File: src/rtl/core/slcg_pkg.sv
package slcg_pkg;

    localparam int TABLE_SIZE = 32;
    localparam int IDX_W      = $clog2(TABLE_SIZE);
    localparam int CNT_W      = $clog2(TABLE_SIZE + 8);
    localparam int VAL_W      = 31;
    localparam int MUL_W      = 15;
    localparam int PROD_W     = VAL_W + MUL_W;
    localparam int FRAC_W     = 32;
    localparam int QDEPTH     = 2;

    localparam logic [VAL_W-1:0] MODULUS     = 31'h7FFF_FFFF;
    localparam logic [MUL_W-1:0] MULTIPLIER  = 15'd16807;
    localparam logic [VAL_W-1:0] CLAMP_LIMIT = 31'd2147483389;
    localparam logic [CNT_W-1:0] WARM_STEPS  = CNT_W'(TABLE_SIZE + 7);
    // Slot divisor is 1 + (2^31 - 2) / TABLE_SIZE, a power of two for a power-of-two table.
    localparam int SLOT_SHIFT = VAL_W - IDX_W;

    typedef struct packed {
        logic restart;
    } req_t;

    // Q0.32 of m / (2^31 - 1) with m < 2^31 - 1 equals 2m + (m >= 2^30).
    function automatic logic [FRAC_W-1:0] to_fraction(input logic [VAL_W-1:0] x);
        logic [VAL_W-1:0] m;
        begin
            m = (x > CLAMP_LIMIT) ? CLAMP_LIMIT : x;
            to_fraction = {m, m[VAL_W-1]};
        end
    endfunction

endpackage

File: src/rtl/core/slcg_front.sv
module slcg_front
    import slcg_pkg::*;
(
    input  logic       aclk,
    input  logic       aresetn,
    input  logic       s_tvalid,
    output logic       s_tready,
    input  logic [7:0] s_tdata,
    output logic       q_valid,
    input  logic       q_ready,
    output req_t       q_req
);

    localparam int PTR_W = $clog2(QDEPTH);

    logic             entry_reg [QDEPTH];
    logic [PTR_W-1:0] wr_ptr_reg, wr_ptr_next;
    logic [PTR_W-1:0] rd_ptr_reg, rd_ptr_next;
    logic [PTR_W:0]   count_reg, count_next;
    logic             push, pop;

    assign s_tready = (count_reg != (PTR_W+1)'(QDEPTH));
    assign q_valid  = (count_reg != '0);
    assign q_req.restart = entry_reg[rd_ptr_reg];

    assign push = s_tvalid && s_tready;
    assign pop  = q_valid && q_ready;

    always_comb begin
        wr_ptr_next = push ? wr_ptr_reg + 1'b1 : wr_ptr_reg;
        rd_ptr_next = pop ? rd_ptr_reg + 1'b1 : rd_ptr_reg;
        count_next  = count_reg + (PTR_W+1)'(push) - (PTR_W+1)'(pop);
    end

    always_ff @(posedge aclk) begin
        if (!aresetn) begin
            wr_ptr_reg <= '0;
            rd_ptr_reg <= '0;
            count_reg  <= '0;
        end else begin
            wr_ptr_reg <= wr_ptr_next;
            rd_ptr_reg <= rd_ptr_next;
            count_reg  <= count_next;
        end
    end

    // Only bit 0 carries the restart flag; the rest of the byte is padding.
    always_ff @(posedge aclk) begin
        if (push) begin
            entry_reg[wr_ptr_reg] <= s_tdata[0];
        end
    end

endmodule

File: src/rtl/core/slcg_back.sv
module slcg_back
    import slcg_pkg::*;
(
    input  logic             aclk,
    input  logic             aresetn,
    input  logic [VAL_W-1:0] seed,
    input  logic             q_valid,
    output logic             q_ready,
    input  req_t             q_req,
    output logic             m_tvalid,
    input  logic             m_tready,
    output logic [63:0]      m_tdata
);

    typedef enum logic [2:0] {
        ST_IDLE,
        ST_WARM_MUL,
        ST_WARM_RED,
        ST_DRAW_MUL,
        ST_DRAW_RED,
        ST_EMIT
    } state_t;

    state_t              state_reg;
    logic [VAL_W-1:0]    gen_reg;
    logic [VAL_W-1:0]    last_reg;
    logic [PROD_W-1:0]   prod_reg;
    logic [VAL_W-1:0]    rd_reg;
    logic [CNT_W-1:0]    cnt_reg;
    logic                warm_reg;
    logic                out_valid_reg;
    logic [VAL_W-1:0]    out_draw_reg;
    logic [FRAC_W-1:0]   out_frac_reg;

    logic [VAL_W-1:0]    table_mem [TABLE_SIZE];
    logic                tbl_we;
    logic [IDX_W-1:0]    tbl_waddr;
    logic [IDX_W-1:0]    slot;
    logic [VAL_W:0]      fold;
    logic [VAL_W-1:0]    gen_new;
    logic [VAL_W-1:0]    seed_fix;
    logic                out_free;

    // Fold the product modulo 2^31 - 1: high part plus low part, then one correction.
    always_comb begin
        fold    = {1'b0, prod_reg[VAL_W-1:0]} + (VAL_W+1)'(prod_reg[PROD_W-1:VAL_W]);
        gen_new = (fold >= {1'b0, MODULUS}) ? VAL_W'(fold - {1'b0, MODULUS})
                                            : fold[VAL_W-1:0];
    end

    assign seed_fix = (seed == '0 || seed == MODULUS) ? VAL_W'(1) : seed;
    assign slot     = last_reg[VAL_W-1:SLOT_SHIFT];
    assign out_free = !out_valid_reg || m_tready;
    assign q_ready  = (state_reg == ST_IDLE);

    always_comb begin
        tbl_we    = 1'b0;
        tbl_waddr = slot;
        case (state_reg)
            ST_WARM_RED: begin
                tbl_we    = (cnt_reg < CNT_W'(TABLE_SIZE));
                tbl_waddr = cnt_reg[IDX_W-1:0];
            end
            ST_DRAW_RED: begin
                tbl_we    = 1'b1;
                tbl_waddr = slot;
            end
            default: begin
                tbl_we    = 1'b0;
                tbl_waddr = slot;
            end
        endcase
    end

    always_ff @(posedge aclk) begin
        if (tbl_we) begin
            table_mem[tbl_waddr] <= gen_new;
        end
        if (state_reg == ST_DRAW_MUL) begin
            rd_reg <= table_mem[slot];
        end
    end

    always_ff @(posedge aclk) begin
        if (!aresetn) begin
            state_reg     <= ST_IDLE;
            gen_reg       <= '0;
            last_reg      <= '0;
            cnt_reg       <= '0;
            warm_reg      <= 1'b1;
            out_valid_reg <= 1'b0;
        end else begin
            // Drop the taken result unless a new one loads in this cycle.
            if (out_valid_reg && m_tready && state_reg != ST_EMIT) begin
                out_valid_reg <= 1'b0;
            end
            case (state_reg)
                ST_IDLE: begin
                    if (q_valid) begin
                        if (q_req.restart || warm_reg) begin
                            gen_reg   <= seed_fix;
                            cnt_reg   <= WARM_STEPS;
                            state_reg <= ST_WARM_MUL;
                        end else begin
                            state_reg <= ST_DRAW_MUL;
                        end
                    end
                end
                ST_WARM_MUL: begin
                    state_reg <= ST_WARM_RED;
                end
                ST_WARM_RED: begin
                    gen_reg <= gen_new;
                    if (cnt_reg == '0) begin
                        // Last warm-up step fills slot 0, which seeds the first index.
                        last_reg  <= gen_new;
                        warm_reg  <= 1'b0;
                        state_reg <= ST_DRAW_MUL;
                    end else begin
                        cnt_reg   <= cnt_reg - 1'b1;
                        state_reg <= ST_WARM_MUL;
                    end
                end
                ST_DRAW_MUL: begin
                    state_reg <= ST_DRAW_RED;
                end
                ST_DRAW_RED: begin
                    gen_reg   <= gen_new;
                    last_reg  <= rd_reg;
                    state_reg <= ST_EMIT;
                end
                ST_EMIT: begin
                    // Hold the result until the output register frees up.
                    if (out_free) begin
                        out_valid_reg <= 1'b1;
                        out_draw_reg  <= last_reg;
                        out_frac_reg  <= to_fraction(last_reg);
                        state_reg     <= ST_IDLE;
                    end
                end
                default: begin
                    state_reg <= ST_IDLE;
                end
            endcase
        end
    end

    always_ff @(posedge aclk) begin
        if (state_reg == ST_WARM_MUL || state_reg == ST_DRAW_MUL) begin
            prod_reg <= PROD_W'(gen_reg) * PROD_W'(MULTIPLIER);
        end
    end

    assign m_tvalid = out_valid_reg;
    assign m_tdata  = {1'b0, out_frac_reg, out_draw_reg};

endmodule

File: src/rtl/core/shuffled_lcg_uniform_generator.sv
// Uniform random source: each request on the s_ channel returns one draw on the m_
// channel. The core is the minimal-standard multiplicative generator
// g' = 16807 * g mod (2^31 - 1), whose values pass through a 32-entry shuffle table.
// A request is popped from the request queue, runs one generator step (a registered
// 31x15 multiply, then the modulus fold) and loads the output register once it is
// free. A request with restart set, and the first request after reset, first load
// the generator from the seed (0 or 2^31 - 1 load as 1) and run 40 warm-up steps.
// Up to two requests queue ahead of the engine while a finished result waits in the
// output register. The user must write the seed through cfg_wr_en / cfg_wr_data
// only while no request is in flight; the block itself does not enforce this.
module shuffled_lcg_uniform_generator
    import slcg_pkg::*;
(
    input  logic        aclk,
    input  logic        aresetn,
    input  logic        cfg_wr_en,
    input  logic [30:0] cfg_wr_data,  // seed
    input  logic        s_tvalid,
    output logic        s_tready,
    input  logic [7:0]  s_tdata,      // [0] restart, [7:1] zero
    output logic        m_tvalid,
    input  logic        m_tready,
    output logic [63:0] m_tdata       // [30:0] draw, [62:31] fraction, [63] zero
);

    logic [VAL_W-1:0] seed_reg;
    logic             q_valid;
    logic             q_ready;
    req_t             q_req;

    always_ff @(posedge aclk) begin
        if (!aresetn) begin
            seed_reg <= VAL_W'(1);
        end else if (cfg_wr_en) begin
            seed_reg <= cfg_wr_data;
        end
    end

    slcg_front u_front (
        .aclk     (aclk),
        .aresetn  (aresetn),
        .s_tvalid (s_tvalid),
        .s_tready (s_tready),
        .s_tdata  (s_tdata),
        .q_valid  (q_valid),
        .q_ready  (q_ready),
        .q_req    (q_req)
    );

    slcg_back u_back (
        .aclk     (aclk),
        .aresetn  (aresetn),
        .seed     (seed_reg),
        .q_valid  (q_valid),
        .q_ready  (q_ready),
        .q_req    (q_req),
        .m_tvalid (m_tvalid),
        .m_tready (m_tready),
        .m_tdata  (m_tdata)
    );

endmodule

File: config.mk
export PLATFORM = sky130hd
export DESIGN_NAME = shuffled_lcg_uniform_generator
export DESIGN_NICKNAME = d
export VERILOG_FILES = /design/src/rtl/core/slcg_pkg.sv /design/src/rtl/core/slcg_front.sv /design/src/rtl/core/slcg_back.sv /design/src/rtl/core/shuffled_lcg_uniform_generator.sv
export SDC_FILE = /design/constraint.sdc
export NUM_CORES = 2
export LEC_CHECK = 0
export BUFFER_PORTS_ARGS = -buffer_cell sky130_fd_sc_hd__buf_4
export CAP_MARGIN = 40
export CORE_MARGIN = 2
export CORE_UTILIZATION = 55
export CTS_CLUSTER_DIAMETER = 200
export DETAILED_ROUTE_END_ITERATION = 6
export GPL_TIMING_DRIVEN = 0
export PLACE_DENSITY = 0.8
export SKIP_LAST_GASP = 1
export SLEW_MARGIN = 20
export SYNTH_ARGS = -nofsm -noshare
export SYNTH_HDL_FRONTEND = slang
export SYNTH_SLANG_ARGS = --single-unit
export TNS_END_PERCENT = 50
File: constraint.sdc
create_clock -name aclk -period 14.2 [get_ports aclk]
set_clock_uncertainty 0.2 [all_clocks]
set_input_delay 0.71 -clock aclk [delete_from_list [all_inputs] [get_ports aclk]]
set_output_delay 0.71 -clock aclk [all_outputs]
set_load 0.02 [all_outputs]
==> metrics.md <==
| Metric | Value |
|---|---|
| Die H | 325.5 µm |
| CTS buffer count | 120 |
| Worst skew pair latency | 0.77 ns |
| CTS Buffer Depth | 3 |
| Setup Fix Bufs, Post-CTS | 0 |
| Fill cells | 6635 |
| CTS root buf | clkbuf_16 |
| Failing checks | DRC |
| DPL Wire Length | 115.7 mm |
| Post-synth top cells | edfxtp_1 (1133), mux4_2 (310), inv_1 (308) |
| Placed cells | 4975 |
| Final Hold Violating Endpoints | 0 |
| Netlist Area Pre-Place | 0.05684 mm² |
| Port Buf Inserts | 100 |
| Sequential element share of the synthesized area | 0.6370 |
| Synth cell types | 81 |
| Fmax | 134.3 MHz |
| CP max FO | 7 |
| Cell row count | 117 |
| Area grow syn2layout | 16.67% |
| Core Area | 0.1022 mm² |
| Top post-synthesis cells by area | edfxtp_1 (60%), mux4_2 (12%), fa_1 (4.7%) |
| Reg clk slew, reported paths | 0.06 ns |
| Post-Layout Cell Count | 5236 |
| First-pass GRT wire length | 248.3 mm |
| Final wirelength | 177.1 mm |
| DRT iter0 DRCs | 5520 |
| Syn Nets | 3776 |
| Post-route ant nets | 0 |
| Vias in the first global route | 35340 |
| Max_slew headroom | 0.08028 |
| I/O pins | 110 |
| RSZ-0062 raised after global routing | false |
| Register bit count reported by yosys | 1242 |
| Share of cells above drive strength 1 | 0.2254 |
| Post-Synthesis Mean Instance Area | 16.76 µm² |
| Largest net degree at the start of global routing | 35 |
| Status | complete, but fails checks |
| Vias per cell | 6.702 |
| All-Layer GR Usage | 0.3297 |
| Layout Nets | 4148 |
| Max FFs per register | 992 |
| Post-synth top area share | 0.5986 |
| Cell count after synthesis | 3391 |
| Worst slew pin tran | 1.380 ns |
| Die W | 325.5 µm |
| GRT overflow | 0 |
| Post-layout min period | 7.445 ns |
| Post-synth EDFFs | 1133 |
| HP Class | input port to flip-flop |
| Hold depth | 3 |
| R2r worst-path depth | 24 |
| Synth async-reset ratio | 0 |
| CP arrival | 7.68 ns |
| CTS Sinks | 1242 |
| YS warnings | 0 |
| Setup TNS | 0 ns |
| Htree depth | 3 |
| Post-synth top flop | edfxtp_1 |
| Critical Path Start Type | flip-flop |
| Final GP Congestion | 0.9963 |
| Crit end category | flip-flop |
| Post-CTS Resized | 0 |
| Initial antenna violation count | 17 |
| Initial core utilization | 0.5562 |
| Drt drc | 11 |
| Max-slew violation count | 0 |
| Die ar. | 0.1059 mm² |
| Post-synth top area cell | edfxtp_1 |
| Fin crit share | 0.5243 |
| WL/cell | 33.82 µm |
| CTS tree | built |
| Setup violators final | 0 |
| CP required | 14.43 ns |
| Vias | 35090 |
| Maxcap violations | 0 |
| Kind of critical path | flip-flop to flip-flop |
| DR pass1 iterations | 7 |
| Top-count cell post-synth | edfxtp_1 |
cells by family after synthesis:
group                      count (synthesis)  share of synthesized area
AOI/OAI and AO/OA                        380                    0.04786
xor gates and xnor gates                  81                    0.01248
adders and majority gates                341                    0.09277
buffers and inverters                    477                    0.03183
DFF                                     1242                     0.6370
muxes                                    377                     0.1353
other                                      1                 0.00006598
and+or+nand+nor                          492                    0.04268
critical path, stage by stage (launching register included):
cell and delay (ns):
dfxtp_1 0.75, inv_1 0.31, fa_1 0.57, inv_1 0.05, ha_1 0.19, fa_1 0.53
inv_1 0.05, fa_1 0.53, inv_1 0.05, fa_1 0.48, inv_1 0.05, fa_1 0.47
inv_1 0.04, ha_1 0.26, clkbuf_1 0.18, and3_1 0.25, o211a_1 0.15, a211o_1 0.28
nand2_1 0.06, o21ai_0 0.10, o21ai_0 0.62, a21oi_1 0.35, a31oi_1 0.35, a21oi_1 0.13
xnor2_1 0.15
final timing paths:
path / startpoint / end / slack (ns)
min reg2reg: u_back.last_reg[30]$_SDFFE_PN0P_ / u_back.out_draw_reg[30]$_DFFE_PP_ / 0.27
max: u_back.gen_reg[13]$_SDFFE_PN0P_ / u_back.prod_reg[40]$_DFFE_PP_ / 6.75
max reg2reg: u_back.gen_reg[13]$_SDFFE_PN0P_ / u_back.prod_reg[40]$_DFFE_PP_ / 6.75
min: cfg_wr_data[0] / seed_reg[0]$_SDFFE_PN1P_ / 0.05
routing by layer:
| metal | vias to the layer above | routed length, µm | track usage |
|---|---|---|---|
| li1 | 13880 | - | - |
| met1 | 17540 | 58690 | 0.3978 |
| met2 | 2899 | 84590 | 0.5287 |
| met3 | 754 | 19780 | 0.08263 |
| met4 | 18 | 13880 | 0.2200 |
| met5 | - | 112 | 0 |
layout make-up:
cell class | count | area (µm²) | area share
diodes | 3 | 7.507 | 0.0001132
repair buffers | 250 | 3259 | 0.04915
inverters | 309 | 1160 | 0.01749
clock buffers | 148 | 3118 | 0.04702
multi-input cells | 1672 | 19310 | 0.2911
plain buffers | 168 | 655.6 | 0.009887
flip-flops and latches | 1242 | 36200 | 0.5460
well taps | 1368 | 1712 | 0.02581
clock inverters | 76 | 889.6 | 0.01342
cell usage in the layout (no fill, tap or decap), types with 20 or more instances in the layout:
cell	Yosys	layout
nor3_1	36	36
mux2_2	31	31
o21ai_0	54	54
mux4_2	310	310
ha_1	207	207
inv_1	308	308
xnor2_1	49	44
xor2_1	32	28
nand2_1	99	99
a22oi_1	22	22
buf_4	3	109
nand4_1	26	26
dfxtp_1	109	109
a211oi_1	30	30
nor4_1	26	26
nor2_4	1	36
buf_1	26	23
clkinv_1	1	27
nor2_1	150	113
fa_1	134	134
nand3_1	41	41
a21oi_1	88	85
edfxtp_1	1133	1133
clkbuf_16	0	120
mux2i_1	36	36
clkbuf_1	133	159
buf_16	0	47
a21o_1	35	35
nand2b_1	20	20
buf_6	0	66
metrics by stage:
stage               hold slack [ns]    util  cell area (µm²)  setup slack (ns)
floorplan                    0.2064       -            56840             8.307
global placement             0.2234  0.5803            59300             6.506
global route                0.04062  0.6489            66300             6.536
finish                      0.05215  0.6490            66310             6.755
detailed placement           0.2151  0.6053            61850             6.830
CTS                         0.02908  0.6446            65860             6.752
repair_timing:
item,4_1_cts,5_1_grt
endpoints found under the hold margin,2,0
setup endpoints to repair,0,0
hold buffers,1,0
Power is left out: the tool's default activity adds up to more than one toggle a clock period on the data nets, which glitch-free logic cannot reach.
